==> src/rtl/core/atc_pkg.sv <==
// ----------------------------------------------------------------------------
// atc_pkg - shared types and constants for the control time mapper
// Widths, repeat mode and register codes, pipeline entry types and the
// one-bit restoring divide step used by the back end.
// ----------------------------------------------------------------------------
package atc_pkg;

  localparam int TIME_BITS  = 48;
  localparam int FRAC_BITS  = 16;
  localparam int RATE_BITS  = 32;
  localparam int LO_BITS    = TIME_BITS / 2;
  localparam int HI_BITS    = TIME_BITS - LO_BITS;
  localparam int PROD_BITS  = TIME_BITS + RATE_BITS;
  localparam int QUEUE_DEPTH = 4;
  localparam int QPTR_BITS  = $clog2(QUEUE_DEPTH);
  localparam int CFG_IDX_BITS  = 3;
  localparam int CFG_DATA_BITS = TIME_BITS;

  localparam logic [1:0] MODE_CLAMP = 2'd0;
  localparam logic [1:0] MODE_WRAP  = 2'd1;
  localparam logic [1:0] MODE_CYCLE = 2'd2;

  localparam logic [CFG_IDX_BITS-1:0] REG_REPEAT_MODE  = 3'd0;
  localparam logic [CFG_IDX_BITS-1:0] REG_MIN_TIME     = 3'd1;
  localparam logic [CFG_IDX_BITS-1:0] REG_MAX_TIME     = 3'd2;
  localparam logic [CFG_IDX_BITS-1:0] REG_PHASE_OFFSET = 3'd3;
  localparam logic [CFG_IDX_BITS-1:0] REG_RATE_SCALE   = 3'd4;

  localparam logic [RATE_BITS-1:0] RATE_RESET = RATE_BITS'(65536);

  typedef logic signed [TIME_BITS-1:0] time_t;
  typedef logic        [TIME_BITS-1:0] utime_t;
  typedef logic signed [RATE_BITS-1:0] rate_t;

  // queue entry between front and back
  typedef struct packed {
    logic  sat;
    time_t ctl;
  } qent_t;

  // one divider stage; on bypass dvd carries the final result untouched
  typedef struct packed {
    logic   byp;
    logic   neg;
    logic   cyc;
    logic   sat;
    logic   q;
    utime_t rem;
    utime_t dvd;
  } dstg_t;

  function automatic dstg_t div_step(dstg_t s, utime_t rng);
    dstg_t           o;
    logic [TIME_BITS:0] tmp;
    logic            ge;
    o   = s;
    tmp = {s.rem, s.dvd[TIME_BITS-1]};
    ge  = tmp >= {1'b0, rng};
    if (!s.byp) begin
      o.q   = ge;
      o.rem = ge ? TIME_BITS'(tmp - {1'b0, rng}) : tmp[TIME_BITS-1:0];
      o.dvd = {s.dvd[TIME_BITS-2:0], 1'b0};
    end
    return o;
  endfunction

endpackage

==> src/rtl/core/atc_queue.sv <==
// ----------------------------------------------------------------------------
// atc_queue - short request queue between front and back
// Small register queue; push and pop may happen in the same cycle.
// ----------------------------------------------------------------------------
module atc_queue (
  input  logic           clk,
  input  logic           rst,
  input  logic           push,
  input  atc_pkg::qent_t push_ent,
  output logic           full,
  input  logic           pop,
  output logic           q_valid,
  output atc_pkg::qent_t head
);

  localparam int PB = atc_pkg::QPTR_BITS;

  atc_pkg::qent_t mem [atc_pkg::QUEUE_DEPTH];
  logic [PB-1:0]  wr_ptr, rd_ptr;
  logic [PB:0]    count;

  assign full    = count == (PB+1)'(atc_pkg::QUEUE_DEPTH);
  assign q_valid = count != '0;
  assign head    = mem[rd_ptr];

  always_ff @(posedge clk) begin
    if (rst) begin
      wr_ptr <= '0;
      rd_ptr <= '0;
      count  <= '0;
    end else begin
      if (push) wr_ptr <= wr_ptr + 1'b1;
      if (pop)  rd_ptr <= rd_ptr + 1'b1;
      if (push && !pop) begin
        count <= count + 1'b1;
      end else if (pop && !push) begin
        count <= count - 1'b1;
      end
    end
  end

  always_ff @(posedge clk) begin
    if (push) mem[wr_ptr] <= push_ent;
  end

endmodule

==> config.mk <==
export PLATFORM = sky130hd
export DESIGN_NAME = atc_queue
export DESIGN_NICKNAME = d
export VERILOG_FILES = /design/src/rtl/core/atc_pkg.sv /design/src/rtl/core/atc_queue.sv
export SDC_FILE = /design/constraint.sdc
export NUM_CORES = 1
export LEC_CHECK = 0
export BUFFER_PORTS_ARGS = -buffer_cell sky130_fd_sc_hd__buf_2
export CAP_MARGIN = 20
export CELL_PAD_IN_SITES_DETAIL_PLACEMENT = 1
export CELL_PAD_IN_SITES_GLOBAL_PLACEMENT = 1
export CORE_MARGIN = 1
export CORE_UTILIZATION = 45
export DETAILED_ROUTE_END_ITERATION = 6
export PLACE_DENSITY = 0.76
export SYNTH_ARGS = -nofsm -noshare
export SYNTH_HDL_FRONTEND = slang
export SYNTH_SLANG_ARGS = --single-unit
==> constraint.sdc <==
create_clock -name clk -period 2.3 [get_ports clk]
set_clock_uncertainty 0.15 [all_clocks]
set_input_delay 0.115 -clock clk [delete_from_list [all_inputs] [get_ports clk]]
set_output_delay 0.115 -clock clk [all_outputs]
set_load 0.02 [all_outputs]
Yosys cells after proc, flatten, opt, wreduce, memory -nomap -nowiden --
Memory sizes are Yosys's and may differ from the RTL's. A register that Yosys moved wholly into a read port is not among the register bits. Cells that the tools add are included.
Cells by class: add/subtract/negate cells 4, eq/ne operators 1, mux-type cells 6, reductions and logical operators 6
Operator list (count):
- 3-bit two-way mux | 2
- 2-bit by 1-bit adder with 2-bit output (second input constant) | 2
- 2-bit two-way mux | 2
- 3-bit by 1-bit adder with 3-bit output (second input constant) | 1
- 3-bit equality test (second input constant) | 1
- 3-bit nonzero test | 1
- 3-bit by 1-bit subtractor with 3-bit output (second input constant) | 1
- 1-bit logical AND | 2
- 1-bit logical NOT | 2
- 1-bit two-way mux | 2
- 2-bit nonzero test | 1
Storage, ports and cells: flip-flop bits (word level) 7, memory bits (writable) 196, input bits 53, output and inout port bits 51, logic and storage cells 21, memories kept 1
Memories:
- mem | words 4, width 49, read ports 1, clocked after Yosys merged registers in 1, wr ports 1, RTL line atc_queue.sv:18 | atc_pkg::qent_t mem [atc_pkg::QUEUE_DEPTH];

Depth between registers and ports, before layout --
depth after elaboration 4, gate-level depth with buffers 7, depth with buffers taken out 7

Worst setup path after synthesis --
Ideal clock, no wire load.
path type register to register, start register wr_ptr[0], end memory mem[2][0] in the netlist's numbering, enable pin, library setup time 0.411 ns, data arrival time 1.712 ns, data required time 1.739 ns, setup slack 0.026 ns, stages on the path, launching flop included 4, path buffers 0, period minus slack after synthesis 2.274 ns, path through dfxtp_1 -> inv_1 -> ha_1 -> and2_1
RTL lines:
- start, declared | RTL line atc_queue.sv:19 | logic [PB-1:0] wr_ptr, rd_ptr;
- start signal, assigned | RTL line atc_queue.sv:32 | if (push) wr_ptr <= wr_ptr + 1'b1;
- end, declared | RTL line atc_queue.sv:18
No word-level cell before the write port.

==> results.md <==
* Setup Viol. Count Final at 0
* Final Wtd Congestion at around 0.69
* Final antenna-violating net count at 0
* Yosys top cell area share at 78.24%
* Vias in the first global route at 4160
* Clock Path Buffers at 3
* GRT Max-Usage Layer: met2
* Setup ws final at 0.1512 ns
* Most used DFF post-synth: edfxtp_1
* YS warnings at 0
* Tcrit/Tclk final at 93.43%
* Kind of critical path: reg2out
* Largest cells by area after synthesis: edfxtp_1, mux4_2, dfxtp_1
* Final Hold Fails at 0
* Worst setup SP type: flip-flop
* Initial antenna violation count at 0
* Yosys reg bits at 205
* Die height at 131.3 um
* RSZ-0062 raised after global routing: no
* Met2 Usage GRT at 31.89%
* Pre-antenna DRT Iters at 4
* Total Neg Setup Slack at 0 ns
* Width of the die at between 100 and 150 um
* Worst-Margin Slew at 0.5080 ns
* Critical Path End Type: output pin
* Layout cell share with drive strength beyond 1 at 41.45%
* Syn-to-layout area delta at 28.68%
* Max Cap Viol at 0
* Post-DP HPWL at 8.788 mm
* Final global-route overflow total at 0
* GR Util met3 at under 10%
* Num ports at about 100
* Die area at 17240 um2
* Core area at around 16000 um2
* GR Layer Usage met1 at 22.13%
* Worst Path Max Fanout at 20
* Most common cell in the netlist: edfxtp_1
* Minimum clock period at 2.149 ns
* First-pass GRT wire length at 23.54 mm
* Pre-CTS setup slack at 0.4879 ns
* First DRT Iteration DRCs at approximately 120
* Asr flop ratio synth at 0%
* Resize count post-CTS at 0
* EDFF count, synth at 196
* Port Buf Inserts at 103
* Register area at 6071 um2
* Routed wire per std cell at roughly 21 um
* Core Util, Final at 60.06%
* Worst hold path type: in2reg
* Routed WL at 15.09 mm
* FILL cells at 1396
* NumNets Final at 542
* Netlist cell types at 23
* Overall power at 8.797 mW
* Peak VDD IR at slightly below 0.7 mV
* Effective utilization at floorplan at 46.68%
* Pwr/cell area at 908.9 nW/um2
* Pin count of the biggest net entering global routing at 50
* Final Max Tran Viols at 0
* Total vias in the final route at 3652
* Num CTS Buffers at 21
* H-tree level count at 1
* Synth top cells by count: edfxtp_1, mux4_2, dfxtp_1
* CTS sink cnt at 205
* Avg Cell Area, Syn at 25.07 um2
* Syn Std Cell Area at between 7000 and 8000 um2
* Drt drc at 0
* Clock Pin Slew Worst Setup and Hold Paths at ~0.06 ns
* Cells after Synth at 300
* Root Buffer: clkbuf_16
* Peak Freq at 465.4 MHz
* CTS tree: done
* Required @ worst endpoint at 2.04 ns
* Register area share after synthesis at 80.64%
* Slew headroom at 66.13%
* GRT Total Usage at 17.93%
* Skew-Pair Late Insertion Delay at 0.48 ns
* Outcome: finished, final reports clean
* Mapped Nets at 359
* Worst Path Arrival at ~1.9 ns
* Leakage power at 3.367 nW
* Area taken by multi-input logic gates at 1348 um2
* Number of core rows at 46
* Vias per inst at 5.115
* Largest area contributor in the netlist: edfxtp_1
==> power breakdown <==
part / leakage (nW) / switching, mW / internal, mW / total, mW
sequential: 1.88 / 0.0600 / 4.28 / 4.34
clock: 0.350 / 1.34 / 2.09 / 3.43
combinational: 1.14 / 0.557 / 0.462 / 1.02
==> routing by layer <==
metal	wire [um]	part of all wire (%)
met3	795	5.3
met2	7837	52
met1	6205	41
met5	0	0
met4	255	1.7
==> layout make-up <==
class	instances	area share (%)
Tap cell	216	2.792
Sequential cell	205	62.72
Multi-Input combinational cell	79	13.92
Antenna cell	1	0.02585
Clock buffer	30	6.399
Clock inverter	7	0.9049
Inverter	4	0.1551
Timing Repair Buffer	172	13.08
==> stage by stage <==
| step | std cells | instance area [um2] | hold slack (ns) |
|---|---|---|---|
| after floorplan | 300 | 7522 | 0.06387 |
| after global placement | 617 | 8394 | 0.1755 |
| after detailed placement | 617 | 8394 | 0.1827 |
| after CTS | 707 | 9632 | 0.2144 |
| after global routing | 713 | 9677 | 0.2336 |
| final | 714 | 9679 | 0.2279 |
==> registers in the layout, summed over array words and instances (netlist names), named ones only <==
| register | cells |
|---|---|
| wr_ptr | 2 |
| mem | 196 |
| rd_ptr | 2 |
| count | 3 |
==> layout by cell type (no fill, tap or decap) <==
master,Yosys,routed
edfxtp_1,196,196
xor2_1,3,3
o21ai_0,1,1
dlygate4sd3_1,0,53
fa_1,1,1
dfxtp_1,9,7
bufinv_16,0,2
nand2_1,1,1
mux4_2,47,47
nor2_1,7,7
dfxtp_2,0,1
mux2i_1,2,2
clkbuf_8,0,6
clkbuf_16,0,21
dfxtp_4,0,1
or3_1,2,2
a21oi_1,1,1
clkbuf_1,1,3
and2_2,0,4
diode_2,0,1
buf_2,2,103
buf_4,3,8
mux4_1,2,2
xnor2_1,2,2
ha_1,5,5
buf_12,2,8
clkinv_2,0,4
inv_1,4,4
nor3b_1,1,1
clkinvlp_4,0,1
==> critical path, stage by stage (launching register included) <==
cell     delay (ns)
dfxtp_4        0.42
buf_12         0.22
mux4_1         0.57
buf_2          0.18
==> cell families after synthesis <==
logic type	synth area share [%]
AOI/OAI and AO/OA	0.1329
xor gates and xnor gates	0.5823
adders and majority gates	1.098
buffers and inverters	1.514
DFF	80.64
muxes	15.04
and+or+nand+nor	0.9980
==> final timing paths <==
path,from,end,slack (ns),cells after the start
max,flip-flop,head[46],0.15,3
min,push_ent[41],mem[3][41]$_DFFE_PP_,0.23,2
max reg2reg,wr_ptr[1]$_SDFFE_PP0P_,mem[1][14]$_DFFE_PP_,0.53,4
min reg2reg,count[2]$_SDFFE_PP0P_,count[2]$_SDFFE_PP0P_,0.39,2
==> what timing repair did <==
| action | in CTS | in global routing |
|---|---|---|
| hold endpoints to repair | 205 | 0 |
| buffers inserted | 0 | 6 |
| hold buffers | 53 | 0 |
| endpoints found under the setup margin | 0 | 28 |
(Power assumes the default switching activity.)
